## config.mk

```make
export PLATFORM = sky130hd
export DESIGN_NAME = piecewise_linear_envelope
export DESIGN_NICKNAME = d
export VERILOG_FILES = /design/src/rtl/pwle_pkg.sv /design/src/rtl/pwle_ctrl.sv /design/src/rtl/pwle_dpath.sv /design/src/rtl/piecewise_linear_envelope.sv
export SDC_FILE = /design/constraint.sdc
export NUM_CORES = 2
export LEC_CHECK = 0
export BUFFER_PORTS_ARGS = -buffer_cell sky130_fd_sc_hd__buf_4
export CAP_MARGIN = 20
export CORE_ASPECT_RATIO = 1.25
export CORE_MARGIN = 5
export CORE_UTILIZATION = 64
export CTS_CLUSTER_DIAMETER = 200
export DETAILED_ROUTE_END_ITERATION = 10
export HOLD_SLACK_MARGIN = 0.06
export PLACE_DENSITY_LB_ADDON = 0.3
export SLEW_MARGIN = 20
export SYNTH_ARGS = -nofsm -noshare
export SYNTH_HDL_FRONTEND = slang
export SYNTH_SLANG_ARGS = --single-unit
export TNS_END_PERCENT = 50
```

## constraint.sdc

```tcl
create_clock -name i_clk -period 7.05 [get_ports i_clk]
set_clock_uncertainty 0.1 [all_clocks]
set_input_delay 1.0575 -clock i_clk [delete_from_list [all_inputs] [get_ports i_clk]]
set_output_delay 1.0575 -clock i_clk [all_outputs]
set_load 0.05 [all_outputs]
```

## src/rtl/pwle_pkg.sv

```systemverilog
// Shared types and constants for the piecewise-linear envelope block.
// Used by pwle_ctrl, pwle_dpath and piecewise_linear_envelope; no dependencies.
`default_nettype none

package pwle_pkg;

    // Field widths that do not vary
    localparam int ACT_W = 2;
    localparam int PT_W  = 24;
    localparam int LVL_W = 16;
    localparam int DUR_W = 24;

    // Quotient bits: every interpolation quotient is bounded by a level difference
    localparam int QW = 16;

    // Action codes of an input item
    localparam logic [ACT_W-1:0] ACT_ADD   = 2'd0;
    localparam logic [ACT_W-1:0] ACT_START = 2'd1;
    localparam logic [ACT_W-1:0] ACT_TICK  = 2'd2;

    // Reset values
    localparam logic [DUR_W-1:0]        DUR_RESET = 24'd48000;
    localparam logic signed [LVL_W-1:0] LVL_ONE   = 16'sd32767;

    // Commands from controller to datapath
    typedef struct packed {
        logic capture;     // latch the breakpoint fields of an accepted item
        logic init_add;    // point the index at the top of the table
        logic init_tick;   // point the index at the first entry
        logic clr_clock;   // restart the sample clock
        logic rd;          // read the table
        logic rd_below;    // read the entry under the index instead of at it
        logic shift;       // move the entry just read up one place
        logic write_new;   // write the new breakpoint at the index
        logic next;        // keep the entry read as previous point, advance index
        logic set_interp;  // load attack or between-points operands
        logic set_release; // load release operands
        logic set_zero;    // force a zero level
        logic mul;         // form the product into the divider
        logic dstep;       // one restoring divide step
        logic fin;         // add base and signed quotient into the held level
        logic out_load;    // advance the clock and load the result register
    } t_cmd;

    // Status from datapath to controller
    typedef struct packed {
        logic count_zero;
        logic count_full;
        logic idx_one;
        logic idx_last;
        logic rd_le_new;
        logic clk_lt_rd;
        logic clk_ge_dur;
        logic div_last;
        logic out_free;
    } t_sts;

endpackage

`default_nettype wire

```

## src/rtl/pwle_ctrl.sv

```systemverilog
// Sequencing state machine for the envelope block.
// Depends on pwle_pkg; drives pwle_dpath through t_cmd and reads t_sts.
`default_nettype none

module pwle_ctrl (
    input  wire logic                      i_clk,
    input  wire logic                      i_rst_n,
    input  wire logic                      i_in_valid,
    output logic                           o_in_ready,
    input  wire logic [pwle_pkg::ACT_W-1:0] i_action,
    input  wire pwle_pkg::t_sts            i_sts,
    output pwle_pkg::t_cmd                 o_cmd
);
    import pwle_pkg::*;

    localparam logic [3:0] S_IDLE = 4'd0;
    localparam logic [3:0] S_ARD  = 4'd1;
    localparam logic [3:0] S_ACMP = 4'd2;
    localparam logic [3:0] S_AWR  = 4'd3;
    localparam logic [3:0] S_TRD  = 4'd4;
    localparam logic [3:0] S_TCMP = 4'd5;
    localparam logic [3:0] S_MUL  = 4'd6;
    localparam logic [3:0] S_DIV  = 4'd7;
    localparam logic [3:0] S_FIN  = 4'd8;
    localparam logic [3:0] S_OUT  = 4'd9;

    logic [3:0] r_state;
    logic [3:0] n_state;
    logic       w_accept;

    assign o_in_ready = (r_state == S_IDLE);
    assign w_accept   = i_in_valid && o_in_ready;

    // Next state and commands
    always_comb begin
        n_state = r_state;
        o_cmd   = '0;
        case (r_state)
            S_IDLE: begin
                if (w_accept) begin
                    o_cmd.capture = 1'b1;
                    case (i_action)
                        ACT_ADD: begin
                            o_cmd.init_add = 1'b1;
                            if (!i_sts.count_full) begin
                                n_state = i_sts.count_zero ? S_AWR : S_ARD;
                            end
                        end
                        ACT_START: begin
                            o_cmd.clr_clock = 1'b1;
                        end
                        ACT_TICK: begin
                            o_cmd.init_tick = 1'b1;
                            n_state = i_sts.count_zero ? S_OUT : S_TRD;
                        end
                        default: begin
                            n_state = S_IDLE;
                        end
                    endcase
                end
            end
            S_ARD: begin
                o_cmd.rd       = 1'b1;
                o_cmd.rd_below = 1'b1;
                n_state        = S_ACMP;
            end
            S_ACMP: begin
                // Stop at the first stored point not later than the new one
                if (i_sts.rd_le_new) begin
                    n_state = S_AWR;
                end else begin
                    o_cmd.shift = 1'b1;
                    n_state     = i_sts.idx_one ? S_AWR : S_ARD;
                end
            end
            S_AWR: begin
                o_cmd.write_new = 1'b1;
                n_state         = S_IDLE;
            end
            S_TRD: begin
                o_cmd.rd = 1'b1;
                n_state  = S_TCMP;
            end
            S_TCMP: begin
                // Find the segment that holds the sample clock
                if (i_sts.clk_lt_rd) begin
                    o_cmd.set_interp = 1'b1;
                    n_state          = S_MUL;
                end else if (i_sts.idx_last) begin
                    if (i_sts.clk_ge_dur) begin
                        o_cmd.set_zero = 1'b1;
                        n_state        = S_FIN;
                    end else begin
                        o_cmd.set_release = 1'b1;
                        n_state           = S_MUL;
                    end
                end else begin
                    o_cmd.next = 1'b1;
                    n_state    = S_TRD;
                end
            end
            S_MUL: begin
                o_cmd.mul = 1'b1;
                n_state   = S_DIV;
            end
            S_DIV: begin
                o_cmd.dstep = 1'b1;
                if (i_sts.div_last) begin
                    n_state = S_FIN;
                end
            end
            S_FIN: begin
                o_cmd.fin = 1'b1;
                n_state   = S_OUT;
            end
            S_OUT: begin
                // Hold until the result register is free
                if (i_sts.out_free) begin
                    o_cmd.out_load = 1'b1;
                    n_state        = S_IDLE;
                end
            end
            default: begin
                n_state = S_IDLE;
            end
        endcase
    end

    always_ff @(posedge i_clk) begin
        if (!i_rst_n) begin
            r_state <= S_IDLE;
        end else begin
            r_state <= n_state;
        end
    end

endmodule

`default_nettype wire

```

## src/rtl/pwle_dpath.sv

```systemverilog
// Datapath: breakpoint table, sample clock, multiplier, restoring divider, result register.
// Depends on pwle_pkg; commanded by pwle_ctrl through t_cmd, reports through t_sts.
`default_nettype none

module pwle_dpath #(
    parameter int MAX_POINTS = 16,
    parameter int TIME_BITS  = 24
) (
    input  wire logic                             i_clk,
    input  wire logic                             i_rst_n,
    input  wire pwle_pkg::t_cmd                   i_cmd,
    output pwle_pkg::t_sts                        o_sts,
    input  wire logic                             i_cfg_we,
    input  wire logic [pwle_pkg::DUR_W-1:0]       i_cfg_data,
    input  wire logic [pwle_pkg::PT_W-1:0]        i_point_time,
    input  wire logic signed [pwle_pkg::LVL_W-1:0] i_point_level,
    output logic                                  o_out_valid,
    input  wire logic                             i_out_ready,
    output logic signed [pwle_pkg::LVL_W-1:0]     o_level,
    output logic                                  o_running
);
    import pwle_pkg::*;

    localparam int IW   = (MAX_POINTS > 1) ? $clog2(MAX_POINTS) : 1;
    localparam int CNTW = $clog2(MAX_POINTS + 1);
    localparam int CW   = (TIME_BITS > DUR_W) ? TIME_BITS : DUR_W;
    localparam int NW   = QW + CW;
    localparam int DCW  = $clog2(QW + 1);

    // Breakpoint table
    logic [TIME_BITS-1:0]    r_mem_time  [MAX_POINTS];
    logic signed [LVL_W-1:0] r_mem_level [MAX_POINTS];

    logic [CNTW-1:0]         r_count;
    logic [TIME_BITS-1:0]    r_clock;
    logic signed [LVL_W-1:0] r_last;
    logic [DUR_W-1:0]        r_dur;
    logic [TIME_BITS-1:0]    r_new_time;
    logic signed [LVL_W-1:0] r_new_level;
    logic [IW-1:0]           r_idx;
    logic [TIME_BITS-1:0]    r_rd_time;
    logic signed [LVL_W-1:0] r_rd_level;
    logic [TIME_BITS-1:0]    r_prev_time;
    logic signed [LVL_W-1:0] r_prev_level;
    logic [QW-1:0]           r_a_mag;
    logic                    r_neg;
    logic [CW-1:0]           r_b;
    logic [CW-1:0]           r_den;
    logic signed [LVL_W-1:0] r_base;
    logic [CW-1:0]           r_rem;
    logic [QW-1:0]           r_lo;
    logic [DCW-1:0]          r_dcnt;
    logic                    r_out_valid;

    logic [IW-1:0]           w_rd_addr;
    logic                    w_wr_en;
    logic [TIME_BITS-1:0]    w_wr_time;
    logic signed [LVL_W-1:0] w_wr_level;
    logic [CW-1:0]           w_clk_x;
    logic [CW-1:0]           w_dur_x;
    logic [TIME_BITS-1:0]    w_clk_next;
    logic [LVL_W:0]          w_a;
    logic [LVL_W:0]          w_a_mag;
    logic [CW-1:0]           w_b;
    logic [CW-1:0]           w_den;
    logic signed [LVL_W-1:0] w_base;
    logic [NW-1:0]           w_prod;
    logic [CW:0]             w_trial;
    logic [CW:0]             w_diff;
    logic                    w_ge;
    logic [LVL_W:0]          w_q_s;
    logic [LVL_W:0]          w_sum;

    assign w_clk_x    = CW'(r_clock);
    assign w_dur_x    = CW'(r_dur);
    assign w_clk_next = (&r_clock) ? r_clock : r_clock + 1'b1;

    // Table access: one read and one write a cycle
    assign w_rd_addr  = i_cmd.rd_below ? r_idx - IW'(1) : r_idx;
    assign w_wr_en    = i_cmd.shift || i_cmd.write_new;
    assign w_wr_time  = i_cmd.shift ? r_rd_time : r_new_time;
    assign w_wr_level = i_cmd.shift ? r_rd_level : r_new_level;

    always_ff @(posedge i_clk) begin
        if (w_wr_en) begin
            r_mem_time[r_idx]  <= w_wr_time;
            r_mem_level[r_idx] <= w_wr_level;
        end
        if (i_cmd.rd) begin
            r_rd_time  <= r_mem_time[w_rd_addr];
            r_rd_level <= r_mem_level[w_rd_addr];
        end
    end

    // Segment operands: attack from the origin, between points, or release
    always_comb begin
        if (i_cmd.set_release) begin
            w_a    = {r_rd_level[LVL_W-1], r_rd_level};
            w_b    = w_dur_x - w_clk_x;
            w_den  = w_dur_x - CW'(r_rd_time);
            w_base = '0;
        end else if (r_idx == '0) begin
            w_a    = {r_rd_level[LVL_W-1], r_rd_level};
            w_b    = w_clk_x;
            w_den  = CW'(r_rd_time);
            w_base = '0;
        end else begin
            w_a    = {r_rd_level[LVL_W-1], r_rd_level}
                   - {r_prev_level[LVL_W-1], r_prev_level};
            w_b    = CW'(r_clock - r_prev_time);
            w_den  = CW'(r_rd_time - r_prev_time);
            w_base = r_prev_level;
        end
    end

    assign w_a_mag = w_a[LVL_W] ? (~w_a + 1'b1) : w_a;

    // Magnitude product, then restoring divide on the top part
    assign w_prod  = r_a_mag * r_b;
    assign w_trial = {r_rem, r_lo[QW-1]};
    assign w_diff  = w_trial - {1'b0, r_den};
    assign w_ge    = (w_trial >= {1'b0, r_den});

    // Apply sign to the quotient and add the segment base
    assign w_q_s = r_neg ? (~{1'b0, r_lo} + 1'b1) : {1'b0, r_lo};
    assign w_sum = {r_base[LVL_W-1], r_base} + w_q_s;

    // Control state
    always_ff @(posedge i_clk) begin
        if (!i_rst_n) begin
            r_count     <= '0;
            r_clock     <= '0;
            r_last      <= LVL_ONE;
            r_dur       <= DUR_RESET;
            r_out_valid <= 1'b0;
        end else begin
            if (i_cfg_we) begin
                r_dur <= i_cfg_data;
            end
            if (i_cmd.write_new) begin
                r_count <= r_count + 1'b1;
            end
            if (i_cmd.clr_clock) begin
                r_clock <= '0;
            end else if (i_cmd.out_load) begin
                r_clock <= w_clk_next;
            end
            if (i_cmd.fin) begin
                r_last <= w_sum[LVL_W-1:0];
            end
            if (i_cmd.out_load) begin
                r_out_valid <= 1'b1;
            end else if (i_out_ready) begin
                r_out_valid <= 1'b0;
            end
        end
    end

    // Working registers
    always_ff @(posedge i_clk) begin
        if (i_cmd.capture) begin
            r_new_time  <= TIME_BITS'(i_point_time);
            r_new_level <= i_point_level;
        end
        if (i_cmd.init_add) begin
            r_idx <= IW'(r_count);
        end else if (i_cmd.init_tick) begin
            r_idx <= '0;
        end else if (i_cmd.shift) begin
            r_idx <= r_idx - IW'(1);
        end else if (i_cmd.next) begin
            r_idx <= r_idx + IW'(1);
        end
        if (i_cmd.next) begin
            r_prev_time  <= r_rd_time;
            r_prev_level <= r_rd_level;
        end
        if (i_cmd.set_interp || i_cmd.set_release) begin
            r_a_mag <= w_a_mag[QW-1:0];
            r_neg   <= w_a[LVL_W];
            r_b     <= w_b;
            r_den   <= w_den;
            r_base  <= w_base;
        end else if (i_cmd.set_zero) begin
            r_neg  <= 1'b0;
            r_base <= '0;
        end
        if (i_cmd.set_zero) begin
            r_lo <= '0;
        end else if (i_cmd.mul) begin
            r_rem  <= w_prod[NW-1:QW];
            r_lo   <= w_prod[QW-1:0];
            r_dcnt <= DCW'(QW);
        end else if (i_cmd.dstep) begin
            r_rem  <= w_ge ? w_diff[CW-1:0] : w_trial[CW-1:0];
            r_lo   <= {r_lo[QW-2:0], w_ge};
            r_dcnt <= r_dcnt - 1'b1;
        end
        if (i_cmd.out_load) begin
            o_level   <= r_last;
            o_running <= (CW'(w_clk_next) < w_dur_x);
        end
    end

    assign o_out_valid = r_out_valid;

    // Status
    assign o_sts.count_zero = (r_count == '0);
    assign o_sts.count_full = (r_count == CNTW'(MAX_POINTS));
    assign o_sts.idx_one    = (r_idx == IW'(1));
    assign o_sts.idx_last   = ((CNTW'(r_idx) + 1'b1) == r_count);
    assign o_sts.rd_le_new  = (r_rd_time <= r_new_time);
    assign o_sts.clk_lt_rd  = (r_clock < r_rd_time);
    assign o_sts.clk_ge_dur = (w_clk_x >= w_dur_x);
    assign o_sts.div_last   = (r_dcnt == DCW'(1));
    assign o_sts.out_free   = !r_out_valid || i_out_ready;

endmodule

`default_nettype wire

```

## src/rtl/piecewise_linear_envelope.sv

```systemverilog
// Top level of the piecewise-linear breakpoint envelope generator.
// Depends on pwle_pkg, pwle_ctrl and pwle_dpath.
//
//  Port group  Direction  Handshake                   Payload
//  in          input      i_in_valid / o_in_ready     i_action, i_point_time, i_point_level
//  out         output     o_out_valid / i_out_ready   o_level, o_running
//  cfg         input      i_cfg_we (no wait)          i_cfg_data (duration)
//
// One item at a time. A tick reads the table entries one by one to find its segment
// (one read port), then multiplies and runs the 16-step divider; past the last entry
// with the clock at the duration it skips both, and with an empty table it loads the held level.
// An add moves the later entries up one by one; start and full-table adds end on acceptance.
// Reset is synchronous, active low, and needs no clearing pass.
// A waiting result blocks the input only while a tick waits for it in its final load.
`default_nettype none

module piecewise_linear_envelope #(
    parameter int MAX_POINTS = 16,
    parameter int TIME_BITS  = 24
) (
    input  wire logic                             i_clk,
    input  wire logic                             i_rst_n,
    input  wire logic                             i_in_valid,
    output logic                                  o_in_ready,
    input  wire logic [pwle_pkg::ACT_W-1:0]       i_action,
    input  wire logic [pwle_pkg::PT_W-1:0]        i_point_time,
    input  wire logic signed [pwle_pkg::LVL_W-1:0] i_point_level,
    output logic                                  o_out_valid,
    input  wire logic                             i_out_ready,
    output logic signed [pwle_pkg::LVL_W-1:0]     o_level,
    output logic                                  o_running,
    input  wire logic                             i_cfg_we,
    input  wire logic [pwle_pkg::DUR_W-1:0]       i_cfg_data
);
    import pwle_pkg::*;

    t_cmd w_cmd;
    t_sts w_sts;

    // Sequencer
    pwle_ctrl u_ctrl (
        .i_clk      (i_clk),
        .i_rst_n    (i_rst_n),
        .i_in_valid (i_in_valid),
        .o_in_ready (o_in_ready),
        .i_action   (i_action),
        .i_sts      (w_sts),
        .o_cmd      (w_cmd)
    );

    // Table, arithmetic and result register
    pwle_dpath #(
        .MAX_POINTS (MAX_POINTS),
        .TIME_BITS  (TIME_BITS)
    ) u_dpath (
        .i_clk         (i_clk),
        .i_rst_n       (i_rst_n),
        .i_cmd         (w_cmd),
        .o_sts         (w_sts),
        .i_cfg_we      (i_cfg_we),
        .i_cfg_data    (i_cfg_data),
        .i_point_time  (i_point_time),
        .i_point_level (i_point_level),
        .o_out_valid   (o_out_valid),
        .i_out_ready   (i_out_ready),
        .o_level       (o_level),
        .o_running     (o_running)
    );

endmodule

`default_nettype wire

```

==> results.md <==
Status
* **outcome** finished clean

Hold path
* **min-delay worst type** flip-flop to flip-flop
* **Worst Hold Path Cells** 0
* **hold path endpoint** u_dpath.o_level[5]$_DFFE_PP_
* **Hold Crit Start** u_dpath.r_last[5]$_SDFFE_PN1N_

Detailed routing
* **DRT antenna net count** 0
* **total wirelength of the detailed-routed design** 156,000 um
* **number of vias per cell** 6.31
* **routed via count** 39,500
* **Wirelength per Cell** 24.9 um
* **DRC violations left** 0
* **number of DRC markers in iteration 0** 4,095
* **number of optimization iterations in the first detailed-route pass** 5

Die
* **core area** 92,600 um^2
* **height of the die** 351 um
* **top-level port count** 90
* **standard-cell rows** 125
* **initial core utilization** 0.643
* **area of the die** 99,300 um^2
* **width of the die** 283 um

Clock network
* **clk_lat worst skew** 0.68 ns
* **number of buffers created by CTS** 89
* **number of buffers between clock root and the deepest sink** 3
* **clock-pin slew on the worst setup and hold paths** 0.07 ns
* **sinks on the clock net** 981
* **root buf cell** clkbuf_16
* **H-tree depth reported by CTS** 3
* **clock tree from TritonCTS** done

Worst setup path
* **startpoint of the worst-slack reg-to-reg timing path** u_dpath.r_a_mag[4]$_DFFE_PP_
* **capture point of the worst reg-to-reg path** u_dpath.r_rem[11]$_DFFE_PP_
* **critical path arrival** 7.03 ns
* **kind of start point of the critical path** flip-flop
* **endpoint type of the worst setup path** flip-flop
* **R2R cell count** 22
* **internal reg-to-reg setup slack** 0.29 ns
* **biggest fanout along the worst timing path** 24
* **WS Path Type** flip-flop to flip-flop
* **required time of the critical path** 7.32 ns

Global routing
* **GR Util All Layers** 0.316
* **antenna violations before repair** 4
* **largest net degree at the start of global routing** 161
* **gr ovfl total** 0
* **vias in the first global route** 40,519
* **wire length of the first global-routing pass** 237,000 um

Synthesis
* **area fraction of the dominant cell type after synthesis** 0.449
* **Yosys cell types** 83
* **ranking of synthesized cells by area** edfxtp_1 (45%), fa_1 (11%), mux4_2 (7.6%)
* **cell type with the highest aggregate area in the netlist** edfxtp_1
* **total of warnings raised by yosys** 0
* **fraction of the yosys area taken by sequential cells** 0.480
* **mean post-synth cell area** 12.3 um^2
* **predominant post-synthesis flop cell** edfxtp_1
* **async set-or-reset flop fraction in the synthesized netlist** 0
* **Cell Area, Synth** 59,500 um^2
* **FF+latch count, synth** 981
* **Post-Syn Instances** 4,828
* **number of nets in the synthesized netlist** 5,554
* **EDFF count, synth** 891

Place
* **number of port buffers** 89
* **dpl hpwl** 105,000 um
* **post-placement cell area** 62,200 um^2
* **last weighted congestion value of the routability-driven placer** 0.965

Pwr
* **combinational fraction of design power** 0.144
* **Leak Pwr** 0.0257 uW
* **total power density per cell area** 210 nW/um^2
* **Psw** 3490 uW
* **Tot Pwr** 13,700 uW
* **clock group share of total power** 0.369
* **sw frac** 0.254
* **sequential share of power** 0.487
* **Worst VDD drop** 0.256 mV
* **Internal Power** 10,300 uW

Finish
* **most frequent standard cell in the layout excluding fill and tap cells** edfxtp_1
* **share of layout cells above drive strength 1** 0.129
* **leading cell types in the layout, fill and taps excluded** edfxtp_1 (891), inv_1 (553), nand2_1 (449), ha_1 (342), fa_1 (313)
* **number of fill cells** 6,210
* **final std cell area, no fill** 65,500 um^2
* **area growth from synthesis to layout** 10.1%
* **share of the core filled with cells in the final layout** 0.708
* **number of nets in the layout** 5,703

Timing
* **number of hold-slack violations in the final timing report** 0
* **Sum Neg Setup Slack** 0 ns
* **portion of the clock cycle consumed by the worst path in the final layout** 0.959
* **post-layout minimum cycle time** 6.76 ns
* **final-report max-slew violation count** 0
* **maximum operating frequency** 148 MHz
* **final setup vio count** 0
* **measured slew at the worst slew-check pin** 1.17 ns
* **unrepaired setup endpoints after global routing** true
* **relative slew slack** 0.217
* **Post-Route Hold Slack** 0.343 ns

Run
* **Max Cap Viol** 0

state kept, by name, summed over array words and instances (netlist names), 24 cells and up:
register and cells:
u_dpath.r_rd_time 24, u_dpath.r_prev_time 24, u_dpath.r_clock 24, u_dpath.r_mem_time 384, u_dpath.r_mem_level 256, u_dpath.r_b 24, u_dpath.r_den 24, u_dpath.r_rem 24
u_dpath.r_dur 24, u_dpath.r_new_time 24
Yosys cell counts (70+ instances only):
| cell | count |
|---|---|
| edfxtp_1 | 891 |
| ha_1 | 342 |
| nand2_1 | 450 |
| mux4_2 | 200 |
| inv_1 | 555 |
| fa_1 | 313 |
| o21ai_0 | 170 |
| clkbuf_1 | 141 |
| xor2_1 | 70 |
| dfxtp_1 | 90 |
| and2_1 | 180 |
| xnor2_1 | 165 |
| nor2_1 | 247 |
| a21o_1 | 70 |
| a21oi_1 | 243 |
timing repair:
| item | in CTS | in global routing |
|---|---|---|
| resized for setup | 0 | 7 |
| setup buffers | 0 | 26 |
| hold buffers | 0 | 0 |
| setup endpoints to repair | 0 | 10 |
cell families (layout without fill, tap and decap cells):
| family | Yosys count | count (layout) | synth area share |
|---|---|---|---|
| DFF | 981 | 981 | 0.480 |
| buffers and inverters | 738 | 961 | 0.0473 |
| AOI/OAI and AO/OA | 772 | 772 | 0.0812 |
| adders and majority gates | 655 | 655 | 0.177 |
| xor gates and xnor gates | 235 | 235 | 0.0346 |
| muxes | 258 | 258 | 0.0858 |
| other | 0 | 2 | 0 |
| and+or+nand+nor | 1189 | 1189 | 0.0943 |
critical path, stage by stage, from the launching register on:
cell and delay [ns]:
edfxtp_1 0.42, buf_12 0.19, and2_1 0.18, fa_1 0.53, inv_1 0.05, fa_1 0.48
inv_1 0.06, fa_1 0.48, fa_1 0.53, fa_1 0.51, inv_1 0.05, fa_1 0.48
inv_1 0.04, ha_1 0.31, nand4_1 0.18, or4_4 0.62, and3_1 0.22, o2111ai_1 0.25
o211ai_1 0.16, o21a_1 0.22, o21ai_1 0.16, xnor2_1 0.13, o21ai_0 0.08
how the worst max path moves through the flow:
stage	startpoint	to	slack [ns]	cells after the start
floorplan	u_dpath.r_a_mag[1]$_DFFE_PP_	u_dpath.r_rem[11]$_DFFE_PP_	0.70	23
global placement	u_dpath.r_b[11]$_DFFE_PP_	u_dpath.r_rem[23]$_DFFE_PP_	0.22	24
detailed placement	u_dpath.r_b[11]$_DFFE_PP_	u_dpath.r_rem[23]$_DFFE_PP_	0.11	24
CTS	u_dpath.r_a_mag[8]$_DFFE_PP_	u_dpath.r_rem[23]$_DFFE_PP_	0.03	23
global route	u_dpath.r_a_mag[4]$_DFFE_PP_	u_dpath.r_rem[4]$_DFFE_PP_	-0.02	24
finish	u_dpath.r_a_mag[4]$_DFFE_PP_	u_dpath.r_rem[11]$_DFFE_PP_	0.29	22
power groups by stage:
| stage | registers (uW) | clock network [uW] | logic, uW |
|---|---|---|---|
| detailed placement | 6810 | 0 | 1920 |
| CTS | 6690 | 5120 | 1970 |
| finish | 6690 | 5080 | 1980 |
| global route | 6700 | 5380 | 2120 |
| global placement | 6810 | 0 | 1860 |
| floorplan | 6750 | 0 | 1410 |
through the flow:
step / instances / setup slack, ns
2_1_floorplan: 4828 / 0.699
3_3_place_gp: 6066 / 0.224
3_5_place_dp: 6066 / 0.106
4_1_cts: 6231 / 0.0281
5_1_grt: 6257 / -0.0249
6_report: 6259 / 0.290
area by class of cell:
cell class	count	area, um^2	area share
multi-input combinational	3109	28400	0.433
clock buffer	108	2360	0.0361
inverter	556	2090	0.0319
clock inverter	57	676	0.0103
timing repair buffer	240	1960	0.0298
sequential	981	28600	0.436
tap	1206	1510	0.0230
antenna	2	5.00	0.0000764
per-layer routing:
metal,share of wire,vias to the layer above,track usage
li1,-,17464,-
met1,0.35,19611,0.387
met2,0.51,1945,0.550
met3,0.076,480,0.0474
met4,0.061,0,0.159
met5,0,-,0
(Power assumes the default switching activity.)
